### src/mbcav_pkg.sv
`timescale 1ns / 1ps
// ----------------------------------------------------------------------------
// mbcav_pkg
// Types, widths, codes and the microcode table of the box clipping block.
// ----------------------------------------------------------------------------
package mbcav_pkg;

    // field widths
    localparam int EDGE_W  = 16;
    localparam int SPEED_W = 11;
    localparam int FAULT_W = 2;
    localparam int DELTA_W = EDGE_W + 1;
    localparam int PROD_W  = DELTA_W + SPEED_W;
    // magnitude of the product stays below 2^26
    localparam int DIV_W   = PROD_W - 1;
    localparam int REM_W   = SPEED_W - 1;
    localparam int CNT_W   = $clog2(DIV_W + 1);

    // pass limit
    localparam int MAX_PASSES = 8;
    localparam int PASS_W     = $clog2(MAX_PASSES + 1);

    // stream widths
    localparam int S_DATA_W = ((4 * EDGE_W + 2 * SPEED_W + 7) / 8) * 8;
    localparam int M_DATA_W = ((4 * EDGE_W + FAULT_W + 7) / 8) * 8;

    // configuration port
    localparam int CFG_ADDR_W = 2;
    localparam int CFG_DATA_W = EDGE_W;
    localparam logic [CFG_ADDR_W-1:0] CFG_FIELD_LEFT   = 2'd0;
    localparam logic [CFG_ADDR_W-1:0] CFG_FIELD_TOP    = 2'd1;
    localparam logic [CFG_ADDR_W-1:0] CFG_FIELD_RIGHT  = 2'd2;
    localparam logic [CFG_ADDR_W-1:0] CFG_FIELD_BOTTOM = 2'd3;

    // fault codes
    localparam logic [FAULT_W-1:0] FAULT_NONE  = 2'd0;
    localparam logic [FAULT_W-1:0] FAULT_ZDIV  = 2'd1;
    localparam logic [FAULT_W-1:0] FAULT_LIMIT = 2'd2;

    // microcode
    localparam int STEP_W = 3;
    typedef logic [STEP_W-1:0] step_t;

    localparam step_t STEP_IDLE     = 3'd0;
    localparam step_t STEP_CHECK    = 3'd1;
    localparam step_t STEP_MUL      = 3'd2;
    localparam step_t STEP_DIV_INIT = 3'd3;
    localparam step_t STEP_DIV      = 3'd4;
    localparam step_t STEP_APPLY    = 3'd5;
    localparam step_t STEP_EMIT     = 3'd6;

    typedef enum logic [2:0] {
        OP_WAIT,
        OP_CHECK,
        OP_MUL,
        OP_DIV_INIT,
        OP_DIV_STEP,
        OP_APPLY,
        OP_EMIT
    } op_t;

    typedef enum logic [2:0] {
        CND_NEVER,
        CND_ALWAYS,
        CND_NO_ITEM,
        CND_STOP,
        CND_DIV_MORE,
        CND_OUT_BUSY
    } cond_t;

    // one control word: datapath op, jump condition, jump target, fall-through
    typedef struct packed {
        op_t   op;
        cond_t cond;
        step_t tgt;
        step_t nxt;
    } uword_t;

    // control store
    function automatic uword_t ucode(input step_t pc);
        uword_t w;
        unique case (pc)
            STEP_IDLE:     w = '{OP_WAIT,     CND_NO_ITEM,  STEP_IDLE,  STEP_CHECK};
            STEP_CHECK:    w = '{OP_CHECK,    CND_STOP,     STEP_EMIT,  STEP_MUL};
            STEP_MUL:      w = '{OP_MUL,      CND_NEVER,    STEP_IDLE,  STEP_DIV_INIT};
            STEP_DIV_INIT: w = '{OP_DIV_INIT, CND_NEVER,    STEP_IDLE,  STEP_DIV};
            STEP_DIV:      w = '{OP_DIV_STEP, CND_DIV_MORE, STEP_DIV,   STEP_APPLY};
            STEP_APPLY:    w = '{OP_APPLY,    CND_ALWAYS,   STEP_CHECK, STEP_CHECK};
            STEP_EMIT:     w = '{OP_EMIT,     CND_OUT_BUSY, STEP_EMIT,  STEP_IDLE};
            default:       w = '{OP_WAIT,     CND_ALWAYS,   STEP_IDLE,  STEP_IDLE};
        endcase
        return w;
    endfunction

endpackage

### src/moving_box_clip_along_velocity_top.sv
`timescale 1ns / 1ps
// ----------------------------------------------------------------------------
// moving_box_clip_along_velocity_top
// Pushes a moving rectangle back inside the play field along its velocity.
// ----------------------------------------------------------------------------
// One item is worked at a time. At most MAX_PASSES corrections are made on
// an item, and the next item can be accepted once the previous result has
// been loaded into the output register. Each correction costs one check, one
// multiply, one divider setup, 27 steps of the one-bit restoring divider and
// one update. The next item is accepted while the previous result still waits
// in the output register. fault reads 0 when the box settled inside, 1 when a
// zero speed blocked the needed correction, 2 when the pass limit was reached.
module moving_box_clip_along_velocity_top
    import mbcav_pkg::*;
(
    input  logic                  aclk,
    input  logic                  aresetn,
    // input items
    input  logic                  s_tvalid,
    output logic                  s_tready,
    // box_left, box_top, box_right, box_bottom, speed_h, speed_v, zero pad
    input  logic [S_DATA_W-1:0]   s_tdata,
    // result items
    output logic                  m_tvalid,
    input  logic                  m_tready,
    // out_left, out_top, out_right, out_bottom, fault, zero pad
    output logic [M_DATA_W-1:0]   m_tdata,
    // configuration writes
    input  logic                  cfg_wr_en,
    input  logic [CFG_ADDR_W-1:0] cfg_addr,
    input  logic [CFG_DATA_W-1:0] cfg_wdata
);

    // sequencer
    step_t pc_reg, pc_next;
    uword_t uw;

    // configuration
    logic signed [EDGE_W-1:0] fld_l_reg, fld_t_reg, fld_r_reg, fld_b_reg;

    // working box
    logic signed [EDGE_W-1:0]  l_reg, l_next, t_reg, t_next;
    logic signed [EDGE_W-1:0]  r_reg, r_next, b_reg, b_next;
    logic signed [SPEED_W-1:0] h_reg, h_next, v_reg, v_next;
    logic [PASS_W-1:0]         pass_reg, pass_next;

    // correction datapath
    logic                       horiz_reg, horiz_next;
    logic signed [DELTA_W-1:0]  delta_reg, delta_next;
    logic signed [SPEED_W-1:0]  num_reg, num_next, den_reg, den_next;
    logic signed [PROD_W-1:0]   prod_reg, prod_next;
    logic [FAULT_W-1:0]         fault_reg, fault_next;
    logic                       neg_reg, neg_next;
    logic [DIV_W-1:0]           dvd_reg, dvd_next;
    logic [SPEED_W-1:0]         dsr_reg, dsr_next;
    logic [REM_W-1:0]           rem_reg, rem_next;
    logic [CNT_W-1:0]           cnt_reg, cnt_next;

    // output register
    logic                m_tvalid_reg, m_tvalid_next;
    logic [M_DATA_W-1:0] m_tdata_reg, m_tdata_next;

    // check results
    logic                      in_viol, in_horiz, stop;
    logic signed [DELTA_W-1:0] in_delta;
    logic [FAULT_W-1:0]        in_fault;
    logic signed [SPEED_W-1:0] in_num, in_den;

    // divider scratch
    logic [SPEED_W-1:0]        trial;
    logic                      trial_ge;
    logic [PROD_W-1:0]         prod_mag;
    logic [EDGE_W-1:0]         quo;

    logic accept, out_busy, jump;

    assign uw       = ucode(pc_reg);
    assign s_tready = (uw.op == OP_WAIT);
    assign accept   = s_tvalid && s_tready;
    assign out_busy = m_tvalid_reg && !m_tready;
    assign m_tvalid = m_tvalid_reg;
    assign m_tdata  = m_tdata_reg;

    // edge check in left, right, top, bottom priority
    always_comb begin
        in_viol  = 1'b1;
        in_horiz = 1'b1;
        in_delta = '0;
        if (fld_l_reg > l_reg) begin
            in_delta = DELTA_W'($signed({fld_l_reg[EDGE_W-1], fld_l_reg})
                              - $signed({l_reg[EDGE_W-1], l_reg}));
        end else if (fld_r_reg < r_reg) begin
            in_delta = DELTA_W'($signed({fld_r_reg[EDGE_W-1], fld_r_reg})
                              - $signed({r_reg[EDGE_W-1], r_reg}));
        end else if (fld_t_reg > t_reg) begin
            in_horiz = 1'b0;
            in_delta = DELTA_W'($signed({fld_t_reg[EDGE_W-1], fld_t_reg})
                              - $signed({t_reg[EDGE_W-1], t_reg}));
        end else if (fld_b_reg < b_reg) begin
            in_horiz = 1'b0;
            in_delta = DELTA_W'($signed({fld_b_reg[EDGE_W-1], fld_b_reg})
                              - $signed({b_reg[EDGE_W-1], b_reg}));
        end else begin
            in_viol = 1'b0;
        end
        in_num = in_horiz ? v_reg : h_reg;
        in_den = in_horiz ? h_reg : v_reg;
        // limit is tested before the zero divisor
        if (!in_viol) begin
            in_fault = FAULT_NONE;
        end else if (pass_reg == PASS_W'(MAX_PASSES)) begin
            in_fault = FAULT_LIMIT;
        end else begin
            in_fault = FAULT_ZDIV;
        end
        stop = !in_viol || (pass_reg == PASS_W'(MAX_PASSES)) || (in_den == '0);
    end

    // divider step and quotient sign
    always_comb begin
        trial    = {rem_reg, dvd_reg[DIV_W-1]};
        trial_ge = (trial >= dsr_reg);
        prod_mag = prod_reg[PROD_W-1] ? PROD_W'(-prod_reg) : PROD_W'(prod_reg);
        quo      = neg_reg ? EDGE_W'(-dvd_reg[EDGE_W-1:0]) : dvd_reg[EDGE_W-1:0];
    end

    // jump decision
    always_comb begin
        case (uw.cond)
            CND_ALWAYS:   jump = 1'b1;
            CND_NO_ITEM:  jump = !accept;
            CND_STOP:     jump = stop;
            CND_DIV_MORE: jump = (cnt_reg != CNT_W'(1));
            CND_OUT_BUSY: jump = out_busy;
            default:      jump = 1'b0;
        endcase
        pc_next = jump ? uw.tgt : uw.nxt;
    end

    // datapath driven by the control word
    always_comb begin
        l_next        = l_reg;
        t_next        = t_reg;
        r_next        = r_reg;
        b_next        = b_reg;
        h_next        = h_reg;
        v_next        = v_reg;
        pass_next     = pass_reg;
        horiz_next    = horiz_reg;
        delta_next    = delta_reg;
        num_next      = num_reg;
        den_next      = den_reg;
        prod_next     = prod_reg;
        fault_next    = fault_reg;
        neg_next      = neg_reg;
        dvd_next      = dvd_reg;
        dsr_next      = dsr_reg;
        rem_next      = rem_reg;
        cnt_next      = cnt_reg;
        m_tvalid_next = m_tvalid_reg && !m_tready;
        m_tdata_next  = m_tdata_reg;
        unique case (uw.op)
            OP_WAIT: begin
                if (accept) begin
                    l_next    = s_tdata[EDGE_W-1:0];
                    t_next    = s_tdata[2*EDGE_W-1:EDGE_W];
                    r_next    = s_tdata[3*EDGE_W-1:2*EDGE_W];
                    b_next    = s_tdata[4*EDGE_W-1:3*EDGE_W];
                    h_next    = s_tdata[4*EDGE_W+SPEED_W-1:4*EDGE_W];
                    v_next    = s_tdata[4*EDGE_W+2*SPEED_W-1:4*EDGE_W+SPEED_W];
                    pass_next = '0;
                end
            end
            OP_CHECK: begin
                horiz_next = in_horiz;
                delta_next = in_delta;
                num_next   = in_num;
                den_next   = in_den;
                fault_next = in_fault;
            end
            OP_MUL: begin
                prod_next = delta_reg * num_reg;
            end
            OP_DIV_INIT: begin
                neg_next = prod_reg[PROD_W-1] ^ den_reg[SPEED_W-1];
                dvd_next = prod_mag[DIV_W-1:0];
                dsr_next = den_reg[SPEED_W-1] ? SPEED_W'(-den_reg) : SPEED_W'(den_reg);
                rem_next = '0;
                cnt_next = CNT_W'(DIV_W);
            end
            OP_DIV_STEP: begin
                rem_next = trial_ge ? REM_W'(trial - dsr_reg) : REM_W'(trial);
                dvd_next = {dvd_reg[DIV_W-2:0], trial_ge};
                cnt_next = cnt_reg - CNT_W'(1);
            end
            OP_APPLY: begin
                if (horiz_reg) begin
                    l_next = l_reg + delta_reg[EDGE_W-1:0];
                    r_next = r_reg + delta_reg[EDGE_W-1:0];
                    t_next = t_reg + quo;
                    b_next = b_reg + quo;
                end else begin
                    l_next = l_reg + quo;
                    r_next = r_reg + quo;
                    t_next = t_reg + delta_reg[EDGE_W-1:0];
                    b_next = b_reg + delta_reg[EDGE_W-1:0];
                end
                pass_next = pass_reg + PASS_W'(1);
            end
            OP_EMIT: begin
                if (!out_busy) begin
                    m_tvalid_next = 1'b1;
                    m_tdata_next  = M_DATA_W'({fault_reg, b_reg, r_reg, t_reg, l_reg});
                end
            end
            default: begin
            end
        endcase
    end

    // control state and configuration
    always_ff @(posedge aclk) begin
        if (!aresetn) begin
            pc_reg       <= STEP_IDLE;
            m_tvalid_reg <= 1'b0;
            fld_l_reg    <= 16'sd0;
            fld_t_reg    <= 16'sd0;
            fld_r_reg    <= 16'sd639;
            fld_b_reg    <= 16'sd479;
        end else begin
            pc_reg       <= pc_next;
            m_tvalid_reg <= m_tvalid_next;
            if (cfg_wr_en) begin
                unique case (cfg_addr)
                    CFG_FIELD_LEFT:   fld_l_reg <= cfg_wdata;
                    CFG_FIELD_TOP:    fld_t_reg <= cfg_wdata;
                    CFG_FIELD_RIGHT:  fld_r_reg <= cfg_wdata;
                    CFG_FIELD_BOTTOM: fld_b_reg <= cfg_wdata;
                    default: begin
                    end
                endcase
            end
        end
    end

    // payload registers
    always_ff @(posedge aclk) begin
        l_reg       <= l_next;
        t_reg       <= t_next;
        r_reg       <= r_next;
        b_reg       <= b_next;
        h_reg       <= h_next;
        v_reg       <= v_next;
        pass_reg    <= pass_next;
        horiz_reg   <= horiz_next;
        delta_reg   <= delta_next;
        num_reg     <= num_next;
        den_reg     <= den_next;
        prod_reg    <= prod_next;
        fault_reg   <= fault_next;
        neg_reg     <= neg_next;
        dvd_reg     <= dvd_next;
        dsr_reg     <= dsr_next;
        rem_reg     <= rem_next;
        cnt_reg     <= cnt_next;
        m_tdata_reg <= m_tdata_next;
    end

endmodule

### config.mk
export PLATFORM = sky130hd
export DESIGN_NAME = moving_box_clip_along_velocity_top
export DESIGN_NICKNAME = d
export VERILOG_FILES = /design/src/mbcav_pkg.sv /design/src/moving_box_clip_along_velocity_top.sv
export SDC_FILE = /design/constraint.sdc
export NUM_CORES = 1
export LEC_CHECK = 0
export BUFFER_PORTS_ARGS = -buffer_cell sky130_fd_sc_hd__buf_2
export CAP_MARGIN = 20
export CORE_MARGIN = 2
export CORE_UTILIZATION = 58
export CTS_CLUSTER_DIAMETER = 40
export DETAILED_ROUTE_END_ITERATION = 6
export PLACE_DENSITY = 0.77
export SLEW_MARGIN = 10
export SYNTH_ARGS = -nofsm -noshare
export SYNTH_HDL_FRONTEND = slang
export SYNTH_SLANG_ARGS = --single-unit
export TNS_END_PERCENT = 30
### constraint.sdc
create_clock -name aclk -period 8.7 [get_ports aclk]
set_clock_uncertainty 0.05 [all_clocks]
set_input_delay 1.74 -clock aclk [delete_from_list [all_inputs] [get_ports aclk]]
set_output_delay 1.74 -clock aclk [all_outputs]
set_load 0.01 [all_outputs]
==> results of run 1 <==
## layout by cell type (no fill, tap or decap), types with 14 or more instances in the layout
cell | Yosys | final
nand2_1 | 428 | 428
inv_1 | 321 | 321
edfxtp_1 | 280 | 280
ha_1 | 201 | 201
fa_1 | 180 | 180
buf_2 | 1 | 176
o21ai_0 | 172 | 172
nor2_1 | 157 | 155
a21oi_1 | 144 | 144
and2_1 | 89 | 89
xor2_1 | 82 | 82
xnor2_1 | 81 | 81
nor3_1 | 71 | 71
dfxtp_1 | 68 | 68
nand3_1 | 65 | 65
clkbuf_16 | 0 | 56
mux2_2 | 39 | 39
a21o_1 | 32 | 32
o21a_1 | 29 | 29
or3_1 | 22 | 22
a211oi_1 | 22 | 22
mux2i_1 | 22 | 22
nand2b_1 | 21 | 21
nor2b_1 | 23 | 21
o31ai_1 | 20 | 18
and3_1 | 18 | 18
o211ai_1 | 17 | 17
a31oi_1 | 17 | 17
o21bai_1 | 15 | 15
o41ai_1 | 14 | 14
nand4_1 | 14 | 14
## kinds of logic after synthesis
kind of cell | after synthesis | synth area share
DFF | 348 | 0.352
other | 1 | 0.000135
xor gates and xnor gates | 163 | 0.0515
buffers and inverters | 431 | 0.0592
AOI/OAI and AO/OA | 569 | 0.129
and+or+nand+nor | 970 | 0.163
muxes | 61 | 0.0238
adders and majority gates | 381 | 0.221
## per-stage QoR
| stage | setup slack [ps] | area [µm²] |
|---|---|---|
| 2_1_floorplan | 2510 | 27800 |
| 3_3_place_gp | 1820 | 29100 |
| 3_5_place_dp | 1600 | 29100 |
| 4_1_cts | 1590 | 31000 |
| 5_1_grt | 1250 | 31000 |
| 6_report | 1520 | 31000 |
## routing by layer
layer | GRT usage | wire length (µm) | up-vias
li1 | - | - | 10400
met1 | 0.376 | 30700 | 10700
met2 | 0.534 | 36800 | 773
met3 | 0.0538 | 4660 | 209
met4 | 0.169 | 4770 | 0
met5 | 0 | 0 | -
## critical path: cells and delay by family (launching register included)
family	cells	cell delay (ps)
compound gates	7	2710
xor+xnor	1	80
simple gates	1	300
fa+ha+maj	6	2940
buf+inv	4	190
flops	1	630
## how the worst max path moves through the flow
stage | end | slack [ps]
after global routing | prod_reg[27] | 1250
after global placement | prod_reg[27] | 1820
after CTS | prod_reg[27] | 1590
after detailed placement | prod_reg[27] | 1600
final | prod_reg[27] | 1520
after floorplan | prod_reg[27] | 2510
## power by group through the flow
stage	logic, mW	registers, mW	clock network, mW
floorplan	7.10	2.64	0
CTS	8.92	2.77	2.21
global route	10.3	2.80	2.28
global placement	8.43	2.79	0
finish	9.13	2.77	2.18
detailed placement	8.88	2.80	0
## layout make-up
class                   instances  area (µm²)  share of cell area
well taps                     615         769              0.0248
repair buffers                193        1050              0.0338
multi-input cells            2150       16400               0.528
flip-flops and latches        348        9770               0.315
diodes                          2        5.00            0.000161
inverters                     322        1210              0.0389
clock buffers                  63        1430              0.0460
clock inverters                40         423              0.0136
==> results.txt, run 1 <==
The flow ran to the end, and the final reports show no timing, DRC or antenna violations. The mapped netlist covers 27,700 µm². TritonCTS built the clock tree. The share of the clock period used by the worst path after layout is 0.825.

The TritonCTS buffer count is 55. The share of synthesized flip-flops with an asynchronous set or reset is 0. The utilization after layout came out at 0.654.

The relative contribution of the clock network to total power was 0.155; the final critical path time including I/O delays and setup was 7180 ps. For the data arrival time of the critical path, the log shows 7470 ps. At the end of routability-driven placement, the weighted congestion stood at 0.988. Post-route non-filler standard cell count: 3,733.

In this run, synthesis inferred 280 flip-flops with an integrated enable. Worst hold path depth: 0. The total global routing track utilization was 0.312. The run gives 60,600 µm as the half-perimeter wire length after detailed placement. The cell sitting at the root of the clock tree is a clkbuf_16.

Setup repair after global routing left no endpoint under its margin. For the buffer levels on the longest clock path, the log shows 3. For the number of hold violations in the final report, the log shows 0. The largest vdd supply drop is 0.000500 V. In this run the worst path has a maximum fanout of 17. The most numerous cell type found on the critical path is fa_1. The count of final max-slew check failures is 0. For this design the ratio of total power to cell area is 454 nW/µm². The floorplan step defined a core boundary enclosing 47,400 µm². The share of the synthesized area in the top cell type was 0.303; the total negative setup slack was 0 ps.

Switching part of the total: 0.450. After detailed routing, the number of remaining DRC violations is 0. The logs give 0.197 for the proportion of power drawn by flip-flops and latches and 0 for the number of nets with antenna violations after routing.

The minimum hold slack was 389 ps. The die covers 49,600 µm². The starting utilization of the core area came out at 0.585. Number of DRC markers in iteration 0: 1,619. By area the synthesized netlist is led by edfxtp_1 30%, fa_1 13%, ha_1 9.1%.

Counting cells, the worst reg-to-reg path comes to 19. Internal power comes to 7.75 mW. The first detailed-routing pass ran for 6 iterations. The tools report the number of clock sinks as 348. The worst setup path is launched from a flip-flop. The path class of the tightest hold or removal check is flip-flop to flip-flop. The synthesized design spends more area on one cell type than any other, namely edfxtp_1.

The category of the critical setup timing path was flip-flop to flip-flop. The run gives 120,000 µm as the wire length of the first global-routing pass. On the worst path, the slowest cell contributes a delay of 730 ps. Synthesis inferred 348 register bits.

Data on the critical path is required at its endpoint by 8990 ps. The tools report the count of mapped cells out of synthesis as 2,924. The clock reaches the later pin of the worst-skew pair after 610 ps. The signal on the critical path passes through and2_1, fa_1, inv_1, fa_1, inv_1, fa_1, fa_1, inv_1, fa_1, inv_1, ha_1, a2111oi_0, o21ai_0, a221oi_1, o21ai_0, o41ai_1, o2111ai_1, a21oi_1, xnor2_1. The share of post-route cells with drive strength above 1 is 0.115, and the total global routing overflow is 0. The most numerous cell in the Yosys netlist was nand2_1. Yosys mapped the design onto 79 distinct sky130hd cell types. The tools report the count of warnings emitted by yosys as 0. The transition at the pin with the smallest max-transition slack is 1130 ps, and the sum of routed wire length over all layers is 77,000 µm. At the end of the flow, the number of nets in the layout was 3,562. The floorplan step set the die height to 223 µm. The commonest cells after synthesis are 428 x nand2_1, 321 x inv_1, 280 x edfxtp_1, 201 x ha_1, 180 x fa_1. The startpoint of the tightest hold check path is fault_reg[0]. In this run the critical register-to-register path is launched from num_reg[7]. The total setup buffers inserted after CTS is 0, and the initial antenna violation count is 1. The synthesis-to-layout area growth was 11.9%. The setup-violating endpoint count in the final report is 0. The reg-to-reg setup timing slack is 1520 ps, and the count of fill cells added during filler insertion is 3,863. The count of input and output buffers is 176.

The cell with the largest stage delay on the worst path is o41ai_1. Number of max-cap violations: 0. Pin count of the biggest net entering global routing: 77. The register with the most flip-flops in the layout has 66 of them. The synthesized area per cell is 9.48 µm², and the net switching power of the design is 6.33 mW. Summing over every cut layer, the via total after detailed routing is 22,100.

In the final routed layout, each cell accounts on average for 20.6 µm. Horizontal extent of the die: 223 µm. The run gives 0.352 as the portion of the post-synthesis area used by sequential elements. The capture instance of the worst register-to-register path was prod_reg[27]. The clock slew seen by the registers of the worst setup and hold paths came out at 60 ps.

Leakage power summed over all cells: 13.4 nW. For this run, the top clock speed supported by timing is 139 MHz. Gates resized during post-CTS repair numbered 0.

For the logic gate share of total power, the log shows 0.648. The overall power consumption came out at 14.1 mW. Once placement completed, the tool counted placed cells totaling 3,624. In the synthesized netlist the dominant register cell turns out to be edfxtp_1. 185 I/O pins were placed.

The type of element capturing the critical path was a flip-flop. The launch point of the worst path was num_reg[7]. The per-cell via count in the routed design was 5.91; the via count of the first global-routing pass was 22,500. After clock tree synthesis, the flow added hold-fix buffers numbering 0.

The worst relative slew slack came out at 0.243. For the count of H-tree levels built during CTS, the log shows 2. The worst hold path terminates at m_tdata[64]. The number of placement rows came out at 80.
(Power assumes the default switching activity.)
==> run 2, diff against run 1 <==
- CORE_UTILIZATION: 58 -> 57
- PLACE_DENSITY: 0.77 -> 0.79
- clock period: 8.7 -> 6.6 ns (I/O delays scaled with it)
==> run 2 against run 1 <==
Against the previous run: flip-flop and latch count unchanged; fmax up 14%; sequential share of layout area down 0.13 points; wire length about the same; combinational power is 37% higher; sequential power grew 30%; critical path depth did not move; register-to-register slack worse by 1200 ps; non-clock buffer count grew 33; clock-buffer cell count decreased by 5; cell area up 0.42%; critical path type unchanged; highest routed layer unchanged.
==> results.txt, run 2 (synthesis gave the netlist of run 1 again) <==
The flow ran to the end, and the final reports show no timing, DRC or antenna violations. The leakage power summed over all cells is 13.5 nW (was 13.4 nW). The wire length of the first global-routing pass was 121,000 µm (was 120,000 µm); the utilization after layout was 0.652 (was 0.654). Beginning of the worst register-to-register path: num_reg[4] (was num_reg[7]). The number of hold violations in the final report was 0 (unchanged); the DRC violations left was 0 (unchanged). The detailed-route wire length per cell came out at 20.5 µm (was 20.6 µm). The flip-flop count of the largest register, all copies and words added was 66 (unchanged). The first-pass detailed-route iteration total was 6 (unchanged). The commonest non-fill, non-tap cell in the layout is nand2_1 (unchanged). The share of the clock period used by the worst path after layout came out at 0.953 (was 0.825). The clock root buffer was clkbuf_16 (unchanged). The maximum fanout count along the critical path works out to 8 (was 17). The logs give 0.580 (was 0.585) for the starting utilization of the core area and 0 (unchanged) for the number of nets with antenna violations after routing. Commonest cells after routing, fill and taps aside: 428 x nand2_1, 321 x inv_1, 280 x edfxtp_1 (unchanged). Via count of the first global-routing pass: 22,600 (was 22,500). The total global routing overflow was 0 (unchanged). Horizontal extent of the die: 225 µm (was 223 µm). The total negative setup slack was 0 ps (unchanged); the pin count of the biggest net entering global routing was 88 (was 77). The buffer levels on the longest clock path came out at 3 (unchanged).

For the count of boundary I/O pins, the log shows 185 (unchanged). The worst relative slew slack is 0.313 (was 0.243). Number of clock sinks: 348 (unchanged). The core outline area was 47,800 µm² (was 47,400 µm²).

The clock slew seen by the registers of the worst setup and hold paths works out to 60 ps (about the same). The number of inserted diodes was 0 (was 2); the data arrival time of the critical path was 6560 ps (was 7470 ps). The half-perimeter wire length after detailed placement is 60,300 µm (was 60,600 µm), and the setup-violating endpoint count in the final report is 0 (unchanged).

The count of input and output buffers is 176 (unchanged). The category of the critical setup timing path was flip-flop to flip-flop (unchanged). TritonCTS built the clock tree.

The synthesis-to-layout area growth was 12.4% (was 11.9%). The worst min-delay path category is flip-flop to flip-flop (unchanged). The number of placement rows came out at 80 (unchanged). The height of the chip is 225 µm (was 223 µm). The run gives 0.309 (was 0.312) as the total global routing track utilization. Setup repair after global routing left no endpoint under its margin.

Transition at the pin with the smallest max-transition slack: 1030 ps (was 1130 ps). The run gives 6870 ps (was 8990 ps) as the required time at the worst-slack endpoint. The logs give 0.997 (was 0.988) for the global placer's final weighted congestion and 51 (was 55) for the TritonCTS buffer count. The count of H-tree levels built during CTS was 2 (unchanged); the number of cells on the worst reg-to-reg path was 19 (unchanged). The logs give 0 (unchanged) for the number of max-cap violations and 0 (unchanged) for the count of final max-slew check failures.

The per-cell via count in the routed design was 5.96 (was 5.91); the sum of routed wire length over all layers was 77,000 µm (about the same). The logs give 0 (was 1) for the initial antenna violation count and 159 MHz (was 139 MHz) for the achievable frequency. The final net count came out at 3,591 (was 3,562). The tools report the category of the worst setup path launch point as a flip-flop (unchanged). The power density over the cells is 604 nW/µm² (was 454 nW/µm²), and the number of DRC markers in iteration 0 is 1,854 (was 1,619). Clock latency on the worst-skew pair: 610 ps (about the same). The worst hold path depth is 0 (unchanged), and the final critical path time including I/O delays and setup is 6290 ps (was 7180 ps). The tools report the launch point of the worst path as num_reg[4] (was num_reg[7]). The share of post-route cells with drive strength above 1 came out at 0.125 (was 0.115). The type of element capturing the critical path was a flip-flop (unchanged). The tools report the startpoint of the tightest hold check path as fault_reg[0] (unchanged). For the largest vdd supply drop, the log shows 0.000805 V (was 0.000500 V). The overall die area was 50,400 µm² (was 49,600 µm²). The run gives 22,400 (was 22,100) as the total number of vias.
==> run 2: worst paths after layout <==
check,endpoint,slack [ps]
max,prod_reg[27],310
max reg2reg,prod_reg[27],310
min,m_tdata[64],370
min reg2reg,m_tdata[64],370
==> run 2: final cells by class <==
cell class	count	area, µm²
Sequential cell	348	9770
Fill cell	3721	16700
Inverter	322	1210
Clock buffer	58	1340
Timing Repair Buffer	226	1280
Multi-Input combinational cell	2150	16400
Tap cell	615	769
Clock inverter	36	412
==> run 2: critical path: stages (launching register included) <==
cell and delay [ps]:
edfxtp_1 520, nand2_1 130, fa_1 510, fa_1 510
inv_1 50, fa_1 460, fa_1 540, inv_1 50
fa_1 530, inv_1 40, ha_1 380, a2111oi_1 410
o21ai_0 240, a221oi_2 350, o21ai_0 230, o41ai_1 400
buf_4 190, o2111ai_1 130, a21oi_1 190, xnor2_1 80
==> run 2: report_power, final <==
| group | leakage, nW | internal [mW] | total (mW) | switching [mW] |
|---|---|---|---|---|
| clock network | 0.849 | 1.66 | 2.78 | 1.11 |
| registers | 3.14 | 3.29 | 3.59 | 0.292 |
| logic | 9.49 | 5.36 | 12.5 | 7.12 |
| total | 13.5 | 10.3 | 18.8 | 8.52 |
==> run 2: through the flow <==
| step | setup WS (ps) | total power, mW | area, µm² | instances | hold WS [ps] |
|---|---|---|---|---|---|
| 2_1_floorplan | 406 | 12.8 | 27800 | 2929 | 350 |
| 3_3_place_gp | 369 | 15.2 | 29300 | 3653 | 355 |
| 3_5_place_dp | 135 | 15.8 | 29300 | 3655 | 359 |
| 4_1_cts | 107 | 18.7 | 31100 | 3749 | 372 |
| 5_1_grt | 16.4 | 20.5 | 31200 | 3755 | 390 |
| 6_report | 310 | 18.8 | 31200 | 3755 | 370 |
==> run 2: what timing repair did <==
item	in CTS	in global routing
setup endpoints to repair	0	3
hold buffers	0	0
buffers inserted	0	3
resized for setup	0	2
==> run 2: per-layer routing <==
layer | track usage | wire [µm]
met5 | 0 | 0
met4 | 0.174 | 4810
met3 | 0.0521 | 5440
met2 | 0.522 | 37000
met1 | 0.376 | 29800
